### config.mk
export PLATFORM = sky130hd
export DESIGN_NAME = ehdt_rsp_buf
export DESIGN_NICKNAME = d
export VERILOG_FILES = /design/src/rtl/ehdt_pkg.sv /design/src/rtl/ehdt_rsp_buf.sv
export SDC_FILE = /design/constraint.sdc
export NUM_CORES = 1
export LEC_CHECK = 0
export BUFFER_PORTS_ARGS = -buffer_cell sky130_fd_sc_hd__buf_2
export CORE_ASPECT_RATIO = 2
export CORE_MARGIN = 8
export CORE_UTILIZATION = 41
export CTS_CLUSTER_DIAMETER = 200
export DETAILED_ROUTE_END_ITERATION = 7
export GPL_ROUTABILITY_DRIVEN = 1
export PLACE_DENSITY_LB_ADDON = 0.2
export SKIP_LAST_GASP = 1
export SLEW_MARGIN = 15
export SYNTH_ARGS = -nofsm -noshare
export SYNTH_HDL_FRONTEND = slang
export SYNTH_SLANG_ARGS = --single-unit
### constraint.sdc
create_clock -name clock -period 1.9 [get_ports clock]
set_clock_uncertainty 0.05 [all_clocks]
set_input_delay 0.19 -clock clock [delete_from_list [all_inputs] [get_ports clock]]
set_output_delay 0.19 -clock clock [all_outputs]
set_load 0.01 [all_outputs]
### src/rtl/ehdt_pkg.sv
`timescale 1ns / 1ps
`default_nettype none
package ehdt_pkg;

   localparam int HANDLES = 64;
   localparam int FILTERS = 8;

   localparam int SLOT_W  = (HANDLES > 1) ? $clog2(HANDLES) : 1;
   localparam int FADDR_W = (HANDLES * FILTERS > 1) ? $clog2(HANDLES * FILTERS) : 1;
   localparam int FCNT_W  = 4;
   localparam int COUNT_W = 7;

   localparam logic [2:0] KIND_ALLOC   = 3'd0;
   localparam logic [2:0] KIND_FREE    = 3'd1;
   localparam logic [2:0] KIND_ADD     = 3'd2;
   localparam logic [2:0] KIND_DELIVER = 3'd3;
   localparam logic [2:0] KIND_STATS   = 3'd4;
   // codes with no operation behind them
   localparam logic [2:0] KIND_UNUSED_LO = 3'd5;
   localparam logic [2:0] KIND_UNUSED_HI = 3'd7;

   localparam logic [2:0] ST_OK     = 3'd0;
   localparam logic [2:0] ST_NOSLOT = 3'd1;
   localparam logic [2:0] ST_BADH   = 3'd2;
   localparam logic [2:0] ST_EXISTS = 3'd3;
   localparam logic [2:0] ST_FULL   = 3'd4;

   localparam logic [15:0] MIN_FRAME = 16'd14;
   localparam logic [7:0]  ANY_IF    = 8'hFF;
   localparam logic [15:0] NO_HANDLE = 16'h0000;

   typedef struct packed {
      logic [2:0]         status;
      logic [15:0]        result_handle;
      logic               matched;
      logic [COUNT_W-1:0] delivery_count;
      logic [31:0]        rx_pkts;
      logic [31:0]        rx_bytes;
      logic               last;
   } rsp_type;

   typedef struct packed {
      logic [15:0]       id;
      logic [7:0]        ifc;
      logic [FCNT_W-1:0] fcnt;
   } slot_type;

   typedef struct packed {
      logic [31:0] pkts;
      logic [31:0] bytes;
   } counter_type;

   typedef enum logic [4:0] {
      S_IDLE, S_ID_RD, S_ID_CHK, S_FIND_RD, S_FIND_CHK, S_ADD_RD, S_ADD_CHK,
      S_ADD_END, S_STAT_RD, S_STAT_OUT, S_D_RD, S_D_CHK, S_DF_RD, S_DF_CHK,
      S_DC_RD, S_DC_UPD, S_D_NEXT, S_EMIT
   } state_type;

endpackage
`default_nettype wire

### src/rtl/ehdt_rsp_buf.sv
`timescale 1ns / 1ps
`default_nettype none
module ehdt_rsp_buf (
   input  wire               clock,
   input  wire               reset,
   input  wire               in_valid,
   output logic              in_ready,
   input  ehdt_pkg::rsp_type in_data,
   output logic              out_valid,
   input  wire               out_ready,
   output ehdt_pkg::rsp_type out_data
);
   logic              full_ff;
   ehdt_pkg::rsp_type data_ff;

   assign in_ready  = !full_ff || out_ready;
   assign out_valid = full_ff;
   assign out_data  = data_ff;

   always_ff @(posedge clock) begin
      if (reset) begin
         full_ff <= 1'b0;
      end else if (in_valid && in_ready) begin
         full_ff <= 1'b1;
      end else if (out_ready) begin
         full_ff <= 1'b0;
      end
   end

   always_ff @(posedge clock) begin
      if (in_valid && in_ready) begin
         data_ff <= in_data;
      end
   end
endmodule
`default_nettype wire

### Word level (Yosys, flattened, before mapping)

Index checks and enable logic that the tools add are counted.
Widths: inputs -> output; s select.

| cells by class | value |
|---|---|
| multiplexer cells | 2 |
| reductions and logical operators | 4 |

Operators by type and width:

| kind | number |
|---|---|
| $mux 1 | 2 |
| $reduce_bool 2->1 | 1 |
| $logic_and 1x1->1 | 1 |
| $logic_not 1->1 | 1 |
| $logic_or 1x1->1 | 1 |

| storage, ports and cells | value |
|---|---|
| register bits after elaboration | 93 |
| bits of input ports | 96 |
| output and inout port bits | 94 |
| word-level logic and storage cells | 14 |

### Logic depth before layout (Yosys ltp)

Gate-level depths: netlist of the first run.

| depth | value |
|---|---|
| word-level depth | 4 |
| gate-level depth with buffers | 2 |
| depth with buffers taken out | 2 |

### Least setup slack after synthesis of the first run

No wires, ideal clock.

| timing path | value |
|---|---|
| path kind | reg2reg |
| from | register full_ff, in the netlist out_valid |
| to | register data_ff, in the netlist out_data[0] (enable) |
| library setup time | 0.386 ns |
| data arrival time | 1.186 ns |
| required time | 1.464 ns |
| setup slack | 0.278 ns |
| stages on the path, launching flop included | 3 |
| path through | dfxtp_1 -> nand2b_4 -> and2_4 |

| between the ends | value |
|---|---|
| word-level cells in the longest chain between the ends | 3 |

RTL lines:

| element | line | text |
|---|---|---|
| start, declared | ehdt_rsp_buf.sv:13 | `logic full_ff;` |
| start signal, assigned | ehdt_rsp_buf.sv:22 | `full_ff <= 1'b0;` |
| start signal, assigned | ehdt_rsp_buf.sv:24 | `full_ff <= 1'b1;` |
| start signal, assigned | ehdt_rsp_buf.sv:26 | `full_ff <= 1'b0;` |
| $logic_not 1->1 | ehdt_rsp_buf.sv:16 | `assign in_ready = !full_ff \|\| out_ready;` |
| $logic_or 1x1->1 | ehdt_rsp_buf.sv:16 |  |
| net in_ready | ehdt_rsp_buf.sv:7 | `output logic in_ready,` |
| $logic_and 1x1->1 | ehdt_rsp_buf.sv:31 | `if (in_valid && in_ready) begin` |
| end signal, assigned | ehdt_rsp_buf.sv:32 | `data_ff <= in_data;` |
| end, declared | ehdt_rsp_buf.sv:14 | `ehdt_pkg::rsp_type data_ff;` |

The timed path passes the listed nets, and every way through them passes these cells.
A chain may end at the register's enable or synchronous reset.

### Final worst setup path of the first run

| timing path | value |
|---|---|
| from | register full_ff, in the netlist out_valid |
| to | register data_ff, in the netlist out_data[22] (enable) |

| between the ends | value |
|---|---|
| word-level cells in the longest chain between the ends | 3 |

RTL lines:

| element | line |
|---|---|
| $logic_not 1->1 | ehdt_rsp_buf.sv:16 |
| $logic_or 1x1->1 | ehdt_rsp_buf.sv:16 |
| $logic_and 1x1->1 | ehdt_rsp_buf.sv:31 |

Every way passes these cells.

==> results.rst, run 1 <==
.. list-table::
   :header-rows: 1

   * - Metric
     - Value
   * - Met3 wirelength from detailed routing
     - 1.168 mm
   * - Cell leakage power
     - 2.206 nW
   * - Post-route total power
     - 4.640 mW
   * - TritonCTS clock tree
     - built
   * - Count of vias placed by the detailed router
     - 2095
   * - Final routed wire length divided by cell count
     - 17.11 um
   * - Pin count of the biggest net entering global routing
     - 42
   * - Initial antenna violation count
     - 1
   * - Total met2 wirelength after detailed routing
     - 4.188 mm
   * - Status
     - finished clean
   * - Count of nets left with antenna violations after detail routing
     - 0
   * - Highest routing layer actually used
     - met4
   * - Row Count
     - 43
   * - Share of layout cells above drive strength 1
     - 52.64%
   * - Primary flip-flop cell chosen by synthesis mapping
     - sky130_fd_sc_hd__edfxtp_1
   * - DPL Wire Length
     - 5.089 mm
   * - CP Cell Sequence
     - nand2b_4 > and2_4 > buf_12
   * - M1 wire length
     - 2.809 mm
   * - Area of the multi-input gates
     - 31.28 um^2
   * - Avg Inst Size Synth
     - 29.05 um^2
   * - Total Wirelength
     - 8.352 mm
   * - Number of fillers in the final layout
     - 418
   * - DRC violations left
     - 0
   * - Synth Area in Simple Gates
     - 0.7993%
   * - Sequential cell area
     - 0.002783 mm^2
   * - Post-placement cell count
     - 378
   * - Power per Cell Area
     - 902.3 mW/mm^2
   * - First-pass GRT wire length
     - 11.98 mm
   * - Transition time of the tightest slew-check pin
     - 0.2634 ns
   * - Asr flop ratio synth
     - 0%
   * - H-tree levels
     - 3
   * - HP Class
     - input port to flop
   * - Effective utilization at floorplan
     - 41.57%
   * - Setup crit end kind
     - flop
   * - CP peak stage delay
     - 0.33 ns
   * - Number of setup violations in the final report
     - 0
   * - Hold-fix buffers, CTS
     - 92
   * - Type of the worst setup path
     - flop to flop
   * - Shortest period the worst path allows
     - 1.371 ns
   * - RSZ-0062 raised after global routing
     - no
   * - Arrival time reported for the critical path endpoint
     - 1.34 ns
   * - Number of sinks handled by clock tree synthesis
     - 93
   * - Post-synth EDFFs
     - 92
   * - Number of max-slew violations in the final report
     - 0
   * - Number of port buffers
     - 189
   * - Cell Area, Synth
     - 0.002818 mm^2
   * - Maximum fanout along the worst path
     - 41
   * - Synthesis-stage register bit count
     - 93
   * - Total count of hold-check failures in the final report
     - 0
   * - Die X-Extent
     - 74.62 um
   * - Number of warnings printed during yosys synthesis
     - 0
   * - Total CTS buffers
     - 9
   * - CTS resizes
     - 0
   * - Worst voltage drop across the vdd grid
     - 0.0007348 V
   * - Number of nets produced by synthesis
     - 193
   * - Multiplexer share of the synthesized area
     - 0%
   * - Die Ht
     - 133.2 um
   * - Largest buffer count on any clock path
     - 2
   * - Synthesized-area fraction occupied by ao, oa, aoi and oai cells
     - 0.3108%
   * - Total die area
     - 0.009942 mm^2
   * - Most frequent cell after synthesis
     - sky130_fd_sc_hd__edfxtp_1
   * - Number of max-cap violations
     - 0
   * - Share of synthesized area occupied by flip-flops and latches
     - 98.76%
   * - First drt pass iteration count
     - 4
   * - All-Layer GR Usage
     - 16.54%
   * - Post-synthesis to final-layout area growth
     - 82.50%
   * - Headroom to the max-slew limit
     - 82.44%
   * - Top achievable clock speed
     - 729.3 MHz
   * - Cell area reported after detailed placement
     - 0.003916 mm^2
   * - Grt total ovfl
     - 0
   * - Cell Count, Final, Fillers Out
     - 488
   * - Arithmetic-cell share of the synthesized area counting full adders, half adders and majority gates
     - 0%
   * - Synth area leader
     - sky130_fd_sc_hd__edfxtp_1
   * - RePlAce Congestion
     - 0.7844
   * - Cell at the root of the clock tree
     - sky130_fd_sc_hd__clkbuf_16
   * - Number of unique standard cell types used by synthesis
     - 6
   * - Post-CTS setup repair buffer count
     - 0
   * - Violation count after the first detailed-routing iteration
     - 108
   * - Clock transition time at the flip-flop clock pins of the worst setup and hold paths
     - 0.06 ns
   * - Later-pin clock latency in the skew report
     - 0.33 ns
   * - Share of the synthesized area in the top cell type
     - 98.05%
   * - Vias per Instance
     - 4.293
   * - Crit share post-route
     - 72.17%
   * - Most area-consuming cells after synthesis
     - sky130_fd_sc_hd__edfxtp_1, sky130_fd_sc_hd__dfxtp_1, sky130_fd_sc_hd__nand2b_4
   * - Data required, critical path
     - 1.87 ns
   * - Cell at the slowest stage of the critical path
     - sky130_fd_sc_hd__dfxtp_1
   * - Dominant combinational cell family by area after synthesis
     - simple AND/OR/NAND/NOR gates
   * - Number of instances in the synthesized netlist
     - 97
   * - Startpoint types
     - flop
   * - Number of ports placed on the die boundary
     - 190
   * - Final nets
     - 488
   * - Setup TNS
     - 0 ns
   * - Via count of the first global-routing pass
     - 2359
   * - CORE AREA
     - 0.006779 mm^2
   * - Final instance area
     - 0.005142 mm^2
   * - Synth Area in XOR/XNOR
     - 0%
## layer usage
layer / GRT usage [%] / vias to the layer above
met2: 27.37 / 150
met3: 9.639 / 14
met5: 0 / -
li1: - / 980
met4: 7.363 / 0
met1: 15.65 / 951
## layout make-up
cell class | instances | share of cell area [%]
Sequential cell | 93 | 54.11
Antenna cell | 1 | 0.04866
Clock buffer | 10 | 4.453
Timing Repair Buffer | 284 | 37.27
Multi-Input combinational cell | 3 | 0.6083
Clock inverter | 6 | 1.241
Inverter | 1 | 0.07299
Tap cell | 90 | 2.190
## state kept, by name, summed over array words and instances (netlist names)
register and flops:
out_data 92, out_valid 1
## path summary, 6_finish.rpt
path | startpoint | endpoint | slack (ns) | cells after the start
worst max-delay path | out_valid | out_data[22] | 0.53 | 3
worst min register to register | out_valid | out_valid | 0.45 | 2
worst max register to register | out_valid | out_data[22] | 0.53 | 3
worst min-delay path | in_valid | out_valid | 0.07 | 3
## cell families after synthesis
| logic type | Yosys count |
|---|---|
| buffers and inverters | 1 |
| DFF | 93 |
| and+or+nand+nor | 2 |
| AOI/OAI and AO/OA | 1 |
## worst max-delay path, delay by kind of cell (launching register included)
| family | cells | cell delay, ns |
|---|---|---|
| simple gates | 2 | 0.39 |
| flops | 1 | 0.33 |
| buf+inv | 1 | 0.26 |
## per-stage QoR
stage          hold slack (ns)  utilization (%)  setup slack (ns)
2_1_floorplan           0.2024                -            0.2776
3_3_place_gp            0.2996            57.77            0.5738
3_5_place_dp            0.3065            57.77            0.5261
4_1_cts               0.002075            75.67            0.5212
5_1_grt                0.07527            75.86            0.4796
6_report               0.07497            75.86            0.5288
## report_power, final
group / internal [mW] / switching [mW]
combinational: 0.281 / 0.219
clock: 1.02 / 0.697
sequential: 2.40 / 0.0292
total: 3.70 / 0.945
## cell usage in the layout, fill, tap and decap left out
master / n
sky130_fd_sc_hd__nand2b_4: 1
sky130_fd_sc_hd__buf_2: 189
sky130_fd_sc_hd__clkinv_2: 2
sky130_fd_sc_hd__a21oi_2: 1
sky130_fd_sc_hd__dfxtp_1: 1
sky130_fd_sc_hd__bufinv_16: 1
sky130_fd_sc_hd__dlygate4sd3_1: 93
sky130_fd_sc_hd__buf_12: 2
sky130_fd_sc_hd__clkinv_4: 1
sky130_fd_sc_hd__clkinvlp_4: 2
sky130_fd_sc_hd__and2_4: 1
sky130_fd_sc_hd__diode_2: 1
sky130_fd_sc_hd__clkbuf_1: 1
sky130_fd_sc_hd__edfxtp_1: 92
sky130_fd_sc_hd__inv_1: 1
sky130_fd_sc_hd__clkbuf_16: 9
Power figures use the tool's default switching activity.
==> inputs of run 2 (changes only) <==
--- a/config.mk
+++ b/config.mk
@@ -5,6 +5,7 @@
 export SDC_FILE = /design/constraint.sdc
 export NUM_CORES = 1
 export LEC_CHECK = 0
+export ABC_AREA = 1
 export BUFFER_PORTS_ARGS = -buffer_cell sky130_fd_sc_hd__buf_2
 export CORE_ASPECT_RATIO = 2
 export CORE_MARGIN = 8
==> constraint.sdc (replaced) <==
create_clock -name clock -period 1.3 [get_ports clock]
set_clock_uncertainty 0.05 [all_clocks]
set_input_delay 0.13 -clock clock [delete_from_list [all_inputs] [get_ports clock]]
set_output_delay 0.13 -clock clock [all_outputs]
set_load 0.01 [all_outputs]
==> results.rst, run 2 <==
.. list-table::
   :header-rows: 1

   * - Metric
     - Value
   * - Status
     - finished clean
   * - Share of power burned in registers
     - 51.2% (-1.1 points)
   * - Total CTS buffers
     - 9 (unchanged)
   * - Utilization of the core after routing
     - 77.89% (+2.0 points)
   * - Shortest period the worst path allows
     - 1.209 ns (-0.1622 ns)
   * - Post-route total power
     - 6.932 mW (+49%)
   * - Data required, critical path
     - 1.26 ns (-0.61 ns)
   * - Most frequent cell after synthesis
     - sky130_fd_sc_hd__edfxtp_1
   * - NetSw
     - 1.346 mW (+42%)
   * - Crit share post-route
     - 93.00% (+21 points)
   * - Share of synthesized area occupied by flip-flops and latches
     - 99.02% (+0.26 points)
   * - Number of warnings printed during yosys synthesis
     - 0 (unchanged)
   * - Setup crit end kind
     - flop
   * - Cell Area, Synth
     - 0.002810 mm^2 (-0.27%)
   * - Number of flip-flops in the largest register
     - 92 (unchanged)
   * - Violation count after the first detailed-routing iteration
     - 112 (+3.7%)
   * - First-pass GRT wire length
     - 12.30 mm (+2.7%)
   * - Number of nets produced by synthesis
     - 194 (+0.52%)
   * - Later-pin clock latency in the skew report
     - 0.32 ns (about the same)
   * - Post-synth EDFFs
     - 92 (unchanged)
   * - Number of diodes
     - 0 (-1)
   * - Avg Inst Size Synth
     - 28.68 um^2 (-1.3%)
   * - Final routed wire length divided by cell count
     - 17.41 um (+1.7%)
   * - Number of port buffers
     - 189 (unchanged)
   * - Int Power
     - 5.586 mW (+51%)
   * - Row Count
     - 42 (-2.3%)
   * - Top achievable clock speed
     - 827.2 MHz (+13%)
   * - Total die area
     - 0.009920 mm^2 (-0.23%)
   * - HP Class
     - input port to flop
   * - DRC violations left
     - 0 (unchanged)
   * - Final nets
     - 489 (+0.20%)
   * - Die X-Extent
     - 74.54 um (-0.11%)
   * - Share of the synthesized area in the top cell type
     - 98.31% (+0.26 points)
   * - Proportion of power drawn by the clock network
     - 38.2% (+1.3 points)
   * - Cell at the root of the clock tree
     - sky130_fd_sc_hd__clkbuf_16
   * - Asr flop ratio synth
     - 0% (unchanged)
   * - Count of nets left with antenna violations after detail routing
     - 0 (unchanged)
   * - Leading cell types in the layout, fill and taps excluded
     - sky130_fd_sc_hd__buf_2, sky130_fd_sc_hd__dlygate4sd3_1, sky130_fd_sc_hd__edfxtp_1, sky130_fd_sc_hd__clkbuf_16
   * - Via count of the first global-routing pass
     - 2384 (+1.1%)
   * - Number of unique standard cell types used by synthesis
     - 7 (+1)
   * - RSZ-0062 raised after global routing
     - no
   * - Count of vias placed by the detailed router
     - 2102 (+0.33%)
   * - Worst voltage drop across the vdd grid
     - 0.001064 V (+45%)
   * - Synthesis-stage register bit count
     - 93 (unchanged)
   * - Grt total ovfl
     - 0 (unchanged)
   * - TritonCTS clock tree
     - built
   * - All-Layer GR Usage
     - 17.22% (+0.68 points)
   * - Largest buffer count on any clock path
     - 2 (unchanged)
   * - Switch share
     - 19.41% (-0.95 points)
   * - Number of setup violations in the final report
     - 0 (unchanged)
   * - H-tree levels
     - 3 (unchanged)
   * - Share of layout cells above drive strength 1
     - 52.26% (-0.38 points)
   * - Vias per Instance
     - 4.325 (+0.75%)
   * - Most common cell after layout, fill and taps aside
     - sky130_fd_sc_hd__buf_2
   * - Maximum fanout along the worst path
     - 51 (+24%)
   * - Type of the worst setup path
     - flop to flop
   * - Most area-consuming cells after synthesis
     - sky130_fd_sc_hd__edfxtp_1, sky130_fd_sc_hd__dfxtp_1, sky130_fd_sc_hd__a21oi_2
   * - Synth area leader
     - sky130_fd_sc_hd__edfxtp_1
   * - Total Wirelength
     - 8.461 mm (+1.3%)
   * - Power per Cell Area
     - 1344 mW/mm^2 (+49%)
   * - Number of max-cap violations
     - 0 (unchanged)
   * - Final instance area
     - 0.005157 mm^2 (+0.29%)
   * - Cell area reported after detailed placement
     - 0.003919 mm^2 (about the same)
   * - Clock transition time at the flip-flop clock pins of the worst setup and hold paths
     - 0.06 ns (about the same)
   * - Number of instances in the synthesized netlist
     - 98 (+1.0%)
   * - Cell Count, Final, Fillers Out
     - 486 (-0.41%)
   * - Initial antenna violation count
     - 0 (-1)
   * - RePlAce Congestion
     - 0.7339 (-6.4%)
   * - Arrival time reported for the critical path endpoint
     - 1.17 ns (-0.17 ns)
   * - Effective utilization at floorplan
     - 42.44% (+0.88 points)
   * - Die Ht
     - 133.1 um (-0.12%)
   * - Startpoint types
     - flop
   * - Primary flip-flop cell chosen by synthesis mapping
     - sky130_fd_sc_hd__edfxtp_1
   * - Cell leakage power
     - 2.210 nW (+0.18%)
   * - Combinational cell fraction of total power
     - 10.6% (-0.2 points)
   * - CORE AREA
     - 0.006621 mm^2 (-2.3%)
   * - Number of ports placed on the die boundary
     - 190 (unchanged)
   * - Post-placement cell count
     - 377 (-0.26%)
   * - Total count of hold-check failures in the final report
     - 0 (unchanged)
   * - Number of max-slew violations in the final report
     - 0 (unchanged)
   * - Transition time of the tightest slew-check pin
     - 0.2592 ns (-0.004204 ns)
   * - Headroom to the max-slew limit
     - 82.72% (+0.28 points)
   * - DPL Wire Length
     - 5.464 mm (+7.4%)
   * - First drt pass iteration count
     - 4 (unchanged)
   * - Number of sinks handled by clock tree synthesis
     - 93 (unchanged)
   * - Post-synthesis to final-layout area growth
     - 83.53%
   * - Pin count of the biggest net entering global routing
     - 52 (+24%)
[run 2: layer usage]
layer	vias up	wire length (um)	share of wire, %	track usage, %
met5	-	0	0	0
met4	0	321	3.8	9.890
met3	21	845	10	6.359
met2	120	4672	55	30.78
met1	978	2621	31	15.37
li1	983	-	-	-
[run 2: cells by family after synthesis]
logic type | share of synthesized area (%)
flip-flops | 99.02
buffers and inverters | 0.2669
AND/OR/NAND/NOR | 0.2228
AO/OA/AOI/OAI | 0.4896
[run 2: layout make-up]
| class | instances | area (um^2) |
|---|---|---|
| Multi-Input combinational cell | 3 | 31.28 |
| Inverter | 2 | 7.507 |
| Fill cell | 408 | 1464 |
| Clock buffer | 11 | 232.7 |
| Clock inverter | 5 | 75.07 |
| Timing Repair Buffer | 284 | 1917 |
| Tap cell | 88 | 110.1 |
| Sequential cell | 93 | 2784 |
[run 2: worst paths after layout]
kind                                start     endpoint  slack [ns]  depth (start not counted)
worst max-delay path            out_valid  out_data[6]        0.09                          2
worst max register to register  out_valid  out_data[6]        0.09                          2
worst min-delay path            out_ready    out_valid        0.05                          4
worst min register to register  out_valid    out_valid        0.47                          2
[run 2: what timing repair did]
action / 4_1_cts / 5_1_grt
gates resized for setup: 0 / 0
hold buffers: 93 / 0
setup buffers: 0 / 0
endpoints found under the hold margin: 93 / 0
[run 2: critical path, stage by stage (launching register included)]
cell and delay, ns:
sky130_fd_sc_hd__dfxtp_2 0.34, sky130_fd_sc_hd__a21oi_4 0.19, sky130_fd_sc_hd__buf_12 0.28
[run 2: stage by stage]
stage | hold WS (ns) | TNS [ns] | setup WS [ns]
6_report | 0.04506 | 0 | 0.09105
5_1_grt | 0.06159 | 0 | 0.04856
4_1_cts | 0.007290 | 0 | 0.09564
3_5_place_dp | 0.2366 | 0 | 0.1068
3_3_place_gp | 0.2333 | 0 | 0.1240
2_1_floorplan | 0.1351 | -99.90 | -1.086
[run 2: power by group through the flow]
stage / Clock (mW) / Sequential (mW) / Combinational [mW]
5_1_grt: 2.80 / 3.56 / 0.786
6_report: 2.65 / 3.55 / 0.736
3_3_place_gp: 0 / 3.60 / 0.504
4_1_cts: 2.71 / 3.55 / 0.733
2_1_floorplan: 0 / 3.72 / 0.0609
3_5_place_dp: 0 / 3.61 / 0.511
==> inputs of run 3 (changes only) <==
--- a/config.mk
+++ b/config.mk
@@ -8,12 +8,12 @@
 export ABC_AREA = 1
 export BUFFER_PORTS_ARGS = -buffer_cell sky130_fd_sc_hd__buf_2
 export CORE_ASPECT_RATIO = 2
-export CORE_MARGIN = 8
 export CORE_UTILIZATION = 41
 export CTS_CLUSTER_DIAMETER = 200
 export DETAILED_ROUTE_END_ITERATION = 7
 export GPL_ROUTABILITY_DRIVEN = 1
 export PLACE_DENSITY_LB_ADDON = 0.2
+export RECOVER_POWER = 25
 export SKIP_LAST_GASP = 1
 export SLEW_MARGIN = 15
 export SYNTH_ARGS = -nofsm -noshare
==> results.rst, run 3 (synthesis gave the netlist of run 2 again) <==
.. list-table::
   :header-rows: 1

   * - Metric
     - Value
   * - Status
     - finished clean
   * - Worst hold stages
     - 4 (unchanged)
   * - CORE AREA
     - 0.006621 mm^2 (unchanged)
   * - DRC violations left
     - 0 (unchanged)
   * - Final nets
     - 489 (unchanged)
   * - Proportion of power drawn by the clock network
     - 40.1% (+1.9 points)
   * - Terminus of the critical flop-to-flop path
     - out_data[14]
   * - Most common cell after layout, fill and taps aside
     - sky130_fd_sc_hd__buf_2
   * - Share of layout cells above drive strength 1
     - 52.26% (unchanged)
   * - First drt pass iteration count
     - 4 (unchanged)
   * - Post-CTS setup repair buffer count
     - 0 (unchanged)
   * - Number of setup violations in the final report
     - 0 (unchanged)
   * - Die Ht
     - 119.1 um (-11%)
   * - Total Wirelength
     - 7.135 mm (-16%)
   * - Final instance area
     - 0.005180 mm^2 (+0.44%)
   * - Total count of hold-check failures in the final report
     - 0 (unchanged)
   * - Top achievable clock speed
     - 830.8 MHz (+0.44%)
   * - Later-pin clock latency in the skew report
     - 0.33 ns (about the same)
   * - Row Count
     - 42 (unchanged)
   * - Worst Reg-to-Reg Cells
     - 2 (unchanged)
   * - Total CTS buffers
     - 9 (unchanged)
   * - Violation count after the first detailed-routing iteration
     - 70 (-38%)
   * - Headroom to the max-slew limit
     - 82.71% (about the same)
   * - Worst voltage drop across the vdd grid
     - 0.0009444 V (-11%)
   * - TritonCTS clock tree
     - built
   * - HP Class
     - input port to flop
   * - Number of diodes
     - 0 (unchanged)
   * - Count of vias placed by the detailed router
     - 2100 (-0.095%)
   * - Combinational cell fraction of total power
     - 10.2% (-0.4 points)
   * - Number of ports placed on the die boundary
     - 190 (unchanged)
   * - Launching element of the worst setup path
     - out_valid
   * - Final routed wire length divided by cell count
     - 14.68 um (-16%)
   * - Number of max-cap violations
     - 0 (unchanged)
   * - Clock transition time at the flip-flop clock pins of the worst setup and hold paths
     - 0.06 ns (about the same)
   * - Number of sinks handled by clock tree synthesis
     - 93 (unchanged)
   * - First-pass GRT wire length
     - 10.47 mm (-15%)
   * - Cell area reported after detailed placement
     - 0.003919 mm^2 (unchanged)
   * - Die X-Extent
     - 60.54 um (-19%)
   * - Vias per Instance
     - 4.321 (about the same)
   * - Largest buffer count on any clock path
     - 2 (unchanged)
   * - Cell at the root of the clock tree
     - sky130_fd_sc_hd__clkbuf_16
   * - Share of power burned in registers
     - 49.7% (-1.5 points)
   * - Leading cell types in the layout, fill and taps excluded
     - sky130_fd_sc_hd__buf_2, sky130_fd_sc_hd__dlygate4sd3_1, sky130_fd_sc_hd__edfxtp_1, sky130_fd_sc_hd__clkbuf_16
   * - Initial antenna violation count
     - 0 (unchanged)
   * - Effective utilization at floorplan
     - 42.44% (unchanged)
   * - Int Power
     - 5.773 mW (+3.3%)
   * - Switch share
     - 19.05% (-0.36 points)
   * - Setup crit end kind
     - flop
   * - Arrival time reported for the critical path endpoint
     - 1.16 ns (about the same)
   * - Via count of the first global-routing pass
     - 2264 (-5.0%)
   * - DPL Wire Length
     - 4.126 mm (-24%)
   * - Post-route total power
     - 7.131 mW (+2.9%)
   * - Shortest period the worst path allows
     - 1.204 ns (-0.005353 ns)
   * - RSZ-0062 raised after global routing
     - no
   * - Transition time of the tightest slew-check pin
     - 0.2593 ns (+0.0001962 ns)
   * - Total die area
     - 0.007209 mm^2 (-27%)
   * - H-tree levels
     - 3 (unchanged)
   * - Type of the worst setup path
     - flop to flop
   * - Min Hold Slack
     - 0.01538 ns (-0.02968 ns)
   * - Grt total ovfl
     - 0 (unchanged)
   * - Setup TNS
     - 0 ns (unchanged)
   * - Crit share post-route
     - 92.58% (-0.41 points)
   * - Post-synthesis to final-layout area growth
     - 84.33%
   * - Number of flip-flops in the largest register
     - 92 (unchanged)
   * - Number of port buffers
     - 189 (unchanged)
   * - Data required, critical path
     - 1.26 ns (about the same)
   * - RePlAce Congestion
     - 0.7159 (-2.5%)
   * - Power per Cell Area
     - 1377 mW/mm^2 (+2.4%)
   * - Post-placement cell count
     - 377 (unchanged)
   * - Cell Count, Final, Fillers Out
     - 486 (unchanged)
   * - All-Layer GR Usage
     - 21.18% (+4.0 points)
   * - Register-to-register path setup slack
     - 0.1 ns (about the same)
   * - Number of max-slew violations in the final report
     - 0 (unchanged)
   * - Maximum fanout along the worst path
     - 52 (+2.0%)
   * - Startpoint types
     - flop
   * - Count of nets left with antenna violations after detail routing
     - 0 (unchanged)
   * - Pin count of the biggest net entering global routing
     - 53 (+1.9%)
   * - NetSw
     - 1.358 mW (+0.94%)
   * - Timing endpoint of the critical path
     - out_data[14]
   * - Reg-to-Reg Start
     - out_valid
   * - Cell leakage power
     - 2.224 nW (+0.65%)
[run 3: cell count changes in the layout (fill, tap and decap cells not counted)]
cell and change:
sky130_fd_sc_hd__bufinv_16 +1, sky130_fd_sc_hd__clkbuf_1 -1, sky130_fd_sc_hd__clkinv_1 +1, sky130_fd_sc_hd__clkinvlp_4 -1
[run 3: how the worst min path moves through the flow]
| stage | from | to | slack (ns) |
|---|---|---|---|
| 6_report | out_ready | out_valid | 0.02 |
| 4_1_cts | out_ready | out_valid | 0.003 |
| 3_5_place_dp | reset | out_valid | 0.24 |
| 3_3_place_gp | reset | out_valid | 0.24 |
| 5_1_grt | out_ready | out_valid | 0.02 |
| 2_1_floorplan | reset | out_valid | 0.14 |
[run 3: critical path: stages, from the launching register on]
cell	delay, ns
sky130_fd_sc_hd__dfxtp_2	0.34
sky130_fd_sc_hd__a21oi_4	0.19
sky130_fd_sc_hd__buf_12	0.29
[run 3: power by group through the flow]
stage / clock network (mW) / logic (mW) / registers [mW]
2_1_floorplan: 0 / 0.0609 / 3.72
3_3_place_gp: 0 / 0.486 / 3.60
3_5_place_dp: 0 / 0.495 / 3.61
4_1_cts: 2.89 / 0.716 / 3.54
5_1_grt: 2.99 / 0.779 / 3.56
6_report: 2.86 / 0.724 / 3.55
[run 3: stage by stage]
stage               setup slack, ns  utilization, %
finish                      0.09641           78.23
global placement             0.1123           59.18
detailed placement           0.1019           59.18
floorplan                    -1.086               -
global route                0.04689           78.23
CTS                         0.09171           78.23
[run 3: area by class of cell]
cell class              instances  area, um^2
well taps                      88       110.1
inverters                       2       7.507
flip-flops and latches         93        2784
multi-input cells               3       31.28
repair buffers                284        1917
clock inverters                 6       101.3
fillers                       395        1441
clock buffers                  10       229.0
[run 3: timing repair]
item	CTS	global route
resized for setup	0	0
endpoints found under the hold margin	93	0
hold buffers	93	0
[run 3: metal layers]
metal | part of all wire (%) | global-route usage (%)
met1 | 30 | 17.93
met4 | 3.8 | 11.36
met3 | 8.1 | 7.383
met2 | 58 | 39.29
met5 | 0 | 0
